File: config.mk
export PLATFORM = sky130hd
export DESIGN_NAME = mwm_ctrl
export DESIGN_NICKNAME = d
export VERILOG_FILES = /design/src/sv/mwm_pkg.sv /design/src/sv/mwm_ctrl.sv
export SDC_FILE = /design/constraint.sdc
export NUM_CORES = 1
export LEC_CHECK = 0
export ABC_AREA = 0
export BUFFER_PORTS_ARGS = -buffer_cell sky130_fd_sc_hd__buf_2
export CAP_MARGIN = 30
export CORE_AREA = 2 2 39 41
export CTS_CLUSTER_DIAMETER = 100
export DETAILED_ROUTE_END_ITERATION = 10
export DIE_AREA = 0 0 41 43
export PLACE_DENSITY_LB_ADDON = 0.15
export SKIP_CTS_REPAIR_TIMING = 1
export SLEW_MARGIN = 20
export SYNTH_ARGS = -nofsm -noshare
export SYNTH_HDL_FRONTEND = slang
export SYNTH_SLANG_ARGS = --single-unit
File: constraint.sdc
create_clock -name clk -period 1.7 [get_ports clk]
set_input_delay 0.17 -clock clk [delete_from_list [all_inputs] [get_ports clk]]
set_output_delay 0.17 -clock clk [all_outputs]
set_load 0.005 [all_outputs]
File: src/sv/mwm_pkg.sv
// Shared types and constants of the mecanum wheel mixer.
package mwm_pkg;

  // Configuration register indexes.
  localparam logic [2:0] REG_COEFF_TRANSLATE = 3'd0;
  localparam logic [2:0] REG_COEFF_ROTATE    = 3'd1;
  localparam logic [2:0] REG_SLEW_ENABLE     = 3'd2;
  localparam logic [2:0] REG_MAX_STEP        = 3'd3;
  localparam logic [2:0] REG_WHEEL_REVERSE   = 3'd4;
  localparam logic [2:0] REG_DUTY_LIMIT      = 3'd5;

  localparam int CFG_DATA_BITS = 23;
  localparam int STEP_BITS     = 23;
  localparam int DUTY_BITS     = 15;
  localparam int LIM_BITS      = 14;

  localparam logic signed [15:0] RST_COEFF_TRANSLATE = 16'sd579;
  localparam logic signed [15:0] RST_COEFF_ROTATE    = 16'sd16066;
  localparam logic [22:0]        RST_MAX_STEP        = 23'd12800;
  localparam logic [3:0]         RST_WHEEL_REVERSE   = 4'd5;
  localparam logic [5:0]         RST_DUTY_LIMIT      = 6'd48;

  localparam logic [14:0] DUTY_MID   = 15'd12800;
  localparam logic [5:0]  LIMIT_CAP  = 6'd50;
  localparam int          OFF_MUL    = 7;
  localparam int          OFF_DEN    = 60;
  localparam int          OFF_BIAS   = 30;

  // Quotient bit counts of the slew and duty scaling divisions.
  localparam int K_SLEW = 23;
  localparam int K_DUTY = 14;

  // Division kinds.
  localparam logic [1:0] KIND_SLEW = 2'd0;
  localparam logic [1:0] KIND_OFF  = 2'd1;
  localparam logic [1:0] KIND_DUTY = 2'd2;

  typedef struct packed {
    logic       load_in;
    logic       mul;
    logic       mix;
    logic       copy;
    logic       off_load;
    logic       div_start;
    logic       div_take;
    logic [1:0] kind;
    logic [1:0] wheel;
  } dp_cmd_t;

  typedef struct packed {
    logic div_busy;
    logic slew_hit;
    logic limit_hit;
  } dp_sts_t;

endpackage

File: src/sv/mwm_ctrl.sv
// Sequencer that walks the four wheels through mixing, slew, offset and scaling steps.
module mwm_ctrl (
  input  logic              clk,
  input  logic              rst,
  input  logic              in_valid,
  output logic              in_ready,
  input  logic              out_free,
  output logic              out_load,
  input  mwm_pkg::dp_sts_t  sts,
  output mwm_pkg::dp_cmd_t  cmd
);
  import mwm_pkg::*;

  localparam logic [3:0] S_IDLE       = 4'd0;
  localparam logic [3:0] S_MUL        = 4'd1;
  localparam logic [3:0] S_MIX        = 4'd2;
  localparam logic [3:0] S_DECIDE     = 4'd3;
  localparam logic [3:0] S_SLEW_GO    = 4'd4;
  localparam logic [3:0] S_SLEW_WAIT  = 4'd5;
  localparam logic [3:0] S_OFF_GO     = 4'd6;
  localparam logic [3:0] S_OFF_WAIT   = 4'd7;
  localparam logic [3:0] S_LIMIT      = 4'd8;
  localparam logic [3:0] S_SCALE_GO   = 4'd9;
  localparam logic [3:0] S_SCALE_WAIT = 4'd10;
  localparam logic [3:0] S_DONE       = 4'd11;

  logic [3:0] state, state_next;
  logic [1:0] wheel, wheel_next;

  always_comb begin
    state_next = state;
    wheel_next = wheel;
    cmd        = '0;
    cmd.wheel  = wheel;
    in_ready   = 1'b0;
    out_load   = 1'b0;
    case (state)
      S_IDLE: begin
        in_ready = 1'b1;
        if (in_valid) begin
          cmd.load_in = 1'b1;
          state_next  = S_MUL;
        end
      end
      S_MUL: begin
        cmd.mul    = 1'b1;
        wheel_next = 2'd0;
        state_next = S_MIX;
      end
      S_MIX: begin
        cmd.mix    = 1'b1;
        wheel_next = wheel + 2'd1;
        if (wheel == 2'd3) state_next = S_DECIDE;
      end
      S_DECIDE: begin
        if (sts.slew_hit) begin
          state_next = S_SLEW_GO;
        end else begin
          cmd.copy   = 1'b1;
          state_next = S_OFF_GO;
        end
      end
      S_SLEW_GO: begin
        cmd.kind      = KIND_SLEW;
        cmd.div_start = 1'b1;
        state_next    = S_SLEW_WAIT;
      end
      S_SLEW_WAIT: begin
        cmd.kind = KIND_SLEW;
        if (!sts.div_busy) begin
          cmd.div_take = 1'b1;
          wheel_next   = wheel + 2'd1;
          state_next   = (wheel == 2'd3) ? S_OFF_GO : S_SLEW_GO;
        end
      end
      S_OFF_GO: begin
        cmd.kind     = KIND_OFF;
        cmd.off_load = 1'b1;
        state_next   = S_OFF_WAIT;
      end
      S_OFF_WAIT: begin
        cmd.kind     = KIND_OFF;
        cmd.div_take = 1'b1;
        wheel_next   = wheel + 2'd1;
        state_next   = (wheel == 2'd3) ? S_LIMIT : S_OFF_GO;
      end
      S_LIMIT: begin
        state_next = sts.limit_hit ? S_SCALE_GO : S_DONE;
      end
      S_SCALE_GO: begin
        cmd.kind      = KIND_DUTY;
        cmd.div_start = 1'b1;
        state_next    = S_SCALE_WAIT;
      end
      S_SCALE_WAIT: begin
        cmd.kind = KIND_DUTY;
        if (!sts.div_busy) begin
          cmd.div_take = 1'b1;
          wheel_next   = wheel + 2'd1;
          state_next   = (wheel == 2'd3) ? S_DONE : S_SCALE_GO;
        end
      end
      S_DONE: begin
        if (out_free) begin
          out_load   = 1'b1;
          state_next = S_IDLE;
        end
      end
      default: begin
        state_next = S_IDLE;
        wheel_next = 2'd0;
      end
    endcase
  end

  always_ff @(posedge clk) begin
    if (rst) begin
      state <= S_IDLE;
      wheel <= 2'd0;
    end else begin
      state <= state_next;
      wheel <= wheel_next;
    end
  end

  a_load_free: assert property (@(posedge clk) disable iff (rst)
    out_load |-> out_free) else $error("result loaded into a full output stage");
  a_done_idle: assert property (@(posedge clk) disable iff (rst)
    (state == S_DONE && out_free) |=> (state == S_IDLE))
    else $error("finished item did not return to idle");

endmodule

======== After elaboration in Yosys (flattened, before gate mapping) ========
Cells that the tools add are included.
Widths: inputs -> output; s select.
storage, ports and cells
  memory bits (writable) .................. 0
  ROM bits ................................ 0
  output and inout bits ................... 13
  memories ................................ 0
  logic and storage cells ................. 58
  register bits ........................... 6
  latch bits .............................. 0
operators by class
  $lt $le $gt $ge ......................... 0
  add/subtract/negate cells ............... 1
  divide/modulo/power cells ............... 0
  multiply operators ...................... 0
  bitwise gates (word level) .............. 1
  equal/unequal tests ..................... 18
  reduce and logical (&&, ||, !) cells .... 9
  mux-type cells .......................... 27
  shift-type cells ........................ 0
operator list
  cell                 count
  $pmux 4 s12          1
  $mux 4               6
  $eq 4x3->1 const B   4
  $eq 4x4->1 const B   4
  $mux 1               12
  $ne 2x2->1 const B   6
  $mux 2               5
  $reduce_or 2->1      5
  $eq 4x2->1 const B   2
  $reduce_or 7->1      1
  $pmux 2 s3           1
  $reduce_and 5->1     1
  $eq 4x1->1 const B   1
  $logic_not 4->1      1
  $pmux 2 s2           1
  $add 2x1->2 const B  1
  $eq 2x2->1 const B   1
  $pmux 1 s2           1
  $reduce_and 2->1     1
  $not 1->1            1

======== Logic depth before layout (Yosys ltp) ========
  word-level depth ........................ 4
  gate-level depth with buffers ........... 7
  mapped depth without buffers ............ 5

======== Worst setup path after synthesis ========
OpenSTA, ideal clock, no wires.
  path kind ............................... reg2reg
  start point ............................. reg state[2]
  end point ............................... reg state[0]
  stages on the path, launching flop included .. 7
  period minus slack after synthesis ...... 1360 ps
  buffers on the path ..................... 1
  data arrival time ....................... 1246 ps
  setup slack ............................. 340 ps
  setup time .............................. 114 ps
  cell sequence ........................... dfxtp_1 > buf_4 > nand2b_1 > o31ai_1 > a221oi_2 > mux2i_1 > nor2_1
on the way
  word-level cells in the longest chain between the ends .. 3
ends and longest elaborated chain
  element                                   RTL line         text
  start, declared                           mwm_ctrl.sv:27   logic [3:0] state, state_next;
  start signal, assigned                    mwm_ctrl.sv:121  state <= state_next;
  $eq 4x2->1, or another cell as far along  mwm_ctrl.sv:37   case (state)
  $ne 2x2->1 (no source line)               -
  $reduce_and 5->1 (no source line)         -
Several ways; a longest one is shown, not always the timed one.
A chain may end at the register's enable or synchronous reset.

==> impl_metrics.toml <==
[sta]
holdWs_ns = 0.168
setup_ws_ns = 0.117
fmax_mhz = 632
maxSlewHeadroom_pct = 75.2
min_period_ns = 1.58
rsz0062_at_grt = "no"
fin_worst_skew_ns = 0.00131
hold_viol = 0
fin_crit_sh_pct = 93.1
setup_viol = 0
tightestPinTransition_ns = 0.372
tns_ns = 0
slew_viol_final = 0

[pwr]
p_comb_share_pct = 50.8
clkPwrFrac_pct = 18.4
power.leakage_nw = 0.300
p_sw_share_pct = 38.6
power_mw = 0.686
p_per_area_nw_per_um2 = 988
power.switching_mw = 0.265
p_seq_share_pct = 30.8
ir_worst_vdd_uv = 567
intPower_mw = 0.421

[worst_setup_path]
critPathSlowestCell = "dfxtp_2"
crit_path_start_kind = "flip-flop"
crit_chain = "buf_4 > mux2_1 > nor2_1 > buf_2"
timing.rr.start = "wheel[0]"
reg2reg_depth = 5
endpoint_kind = "output port"
crit_fanout = 12
endpoint = "cmd[5]"
required_ns = 1.53
crit_cells = 4
crit_buf_inv = 2
cp_top_family = "flip-flops"
reg2reg_to = "state[0]"
crit_start = "state[0]"
criticalPathCategory = "reg -> out"
cpPeakStageDelay_ns = 0.43
critical_path_arrival_ns = 1.41
rrSetupSlack_ns = 0.19

[run_status]
status = "finished clean"

[clock_network]
cts_max_level = 1
cts_made_buffers = 3
clkLatencyLatePin_ns = 0.24
cts-root-buf = "clkbuf_4"
clock-sinks = 6
max-clock-path-buffers = 2
clk_pin_slew_ns = 0.04
cts_tree = "yes"

[die]
io_pins = 20
dieArea_um2 = 1760
die_y_um = 43
initial_core_util_pct = 38.6
num_rows = 14
core_area_um2 = 1380
dieWidth_um = 41

[synth]
ys_seq_area_share_pct = 22.5
synthDistinctLibCells = 27
synth_warnings = 0
synth.net_count = 85
synth_area_per_cell_um2 = 6.94
synth_seq_cells = 6
synthesis.area_um2 = 534
synthCells = 77

[drt]
drt_iter0_drc = 5
drc = 0
detail-route-antenna-nets = 0
wire_per_inst_um = 11.6
vias = 620
drt_wl_total_um = 1340
vias_per_cell = 5.39
first_pass_iters = 3

[placement]
placed_cell_area_um2 = 663
dp_hpwl_um = 1070
place_congestion = 0.772
portBuffers = 19
post-place-ws_ns = 0.149
dp.cells = 112

[layout]
multi_input_area_um2 = 370
syn_to_final_growth_pct = 30.0
final_cells = 115
regArea_um2 = 123
drive_above_1_share_pct = 32.3
fill_cells = 155
stdcell_area_um2 = 694
fin_nets = 109
fin_util_pct = 50.2
antennaDiodeCount = 0

[job]
max_cap_violations = 0

[global_routing]
groute.usage.overall_pct = 18.3
antenna_found_initial = 0
grt.overflow.total = 0
grt_pass1_wl_um = 2210
grt_max_degree = 13
grt_pass1_vias = 525

[hold_path]
hp-class = "in -> reg"
## per-layer routing
metal / share of wire (%) / wire length [µm] / track usage [%] / vias up
met5: 0 / 0 / 0 / -
met4: 1.0 / 14 / 10.0 / 0
met3: 2.8 / 38 / 3.14 / 2
met2: 49 / 648 / 26.9 / 11
met1: 48 / 635 / 24.3 / 281
li1: - / - / - / 326
## sequential cells by signal, summed over array words and instances, names as in the netlist
register and cells:
wheel 2, state 4
## how the worst min path moves through the flow
stage | start | to | slack (ns) | depth (start not counted)
final | rst | wheel[1] | 0.17 | 2
after global routing | rst | wheel[1] | 0.17 | 2
after CTS | rst | wheel[1] | 0.17 | 2
after detailed placement | rst | wheel[0] | 0.42 | 2
after global placement | rst | state[0] | 0.42 | 2
after floorplan | rst | state[1] | 0.24 | 1
## kinds of logic (layout without fill, tap and decap cells)
group / Yosys count / in the layout / synth area share, %
buffers and inverters: 11 / 33 / 9.37
and+or+nand+nor: 34 / 34 / 31.6
AOI/OAI and AO/OA: 22 / 22 / 28.3
DFF: 6 / 6 / 22.5
muxes: 3 / 3 / 5.85
adders and majority gates: 1 / 1 / 2.34
## cell usage after synthesis, drive strengths merged
| library cell | count | area share [%] |
|---|---|---|
| nor4 | 2 | 2.3 |
| a2bb2oi | 1 | 1.6 |
| nor2b | 1 | 1.2 |
| and2 | 1 | 1.2 |
| o32ai | 4 | 6.6 |
| clkbuf | 1 | 0.70 |
| a211oi | 2 | 2.8 |
| mux2 | 1 | 2.1 |
| nand2 | 8 | 5.6 |
| nor3 | 5 | 4.7 |
| o31ai | 1 | 1.4 |
| a21oi | 9 | 8.4 |
| ha | 1 | 2.3 |
| o22a | 1 | 1.6 |
| nand4b | 1 | 1.6 |
| nand4bb | 1 | 2.1 |
| buf | 5 | 5.2 |
| mux2i | 2 | 3.7 |
| o21ai | 2 | 1.9 |
| nand2b | 5 | 5.9 |
| dfxtp | 6 | 22 |
| a31oi | 1 | 1.2 |
| a221oi | 1 | 2.8 |
| nor2 | 10 | 7.0 |
| inv | 5 | 3.5 |
## cell usage in the layout, fill, tap and decap left out, drive strengths merged, types with 3 or more instances in the layout
cell,Yosys,layout
a21oi,9,9
buf,5,25
clkbuf,1,3
dfxtp,6,6
inv,5,5
nand2,8,8
nand2b,5,5
nor2,10,10
nor3,5,5
o32ai,4,4
## cell type report
cell class,instances,share of cell area [%]
Inverter,5,2.70
Tap cell,16,2.88
Sequential cell,6,17.7
Clock buffer,3,3.24
Multi-Input combinational cell,60,53.3
Timing Repair Buffer,25,20.2
## worst register-to-register path: cells and delay by family (launching register included)
| family | cells | cell delay (ns) |
|---|---|---|
| AO/OA/AOI/OAI | 1 | 0.38 |
| flip-flops | 1 | 0.37 |
| multiplexers | 2 | 0.35 |
| adder cells (fa/ha/maj) | 1 | 0.25 |
| AND/OR/NAND/NOR | 1 | 0.05 |
## power groups by stage
stage                     registers, mW  clock network, mW  logic, mW
after CTS                         0.208              0.130      0.345
after detailed placement          0.210                  0      0.343
after global placement            0.210                  0      0.340
final                             0.211              0.127      0.349
after global routing              0.217              0.141      0.391
after floorplan                   0.189                  0      0.245
Power figures use the tool's default switching activity.
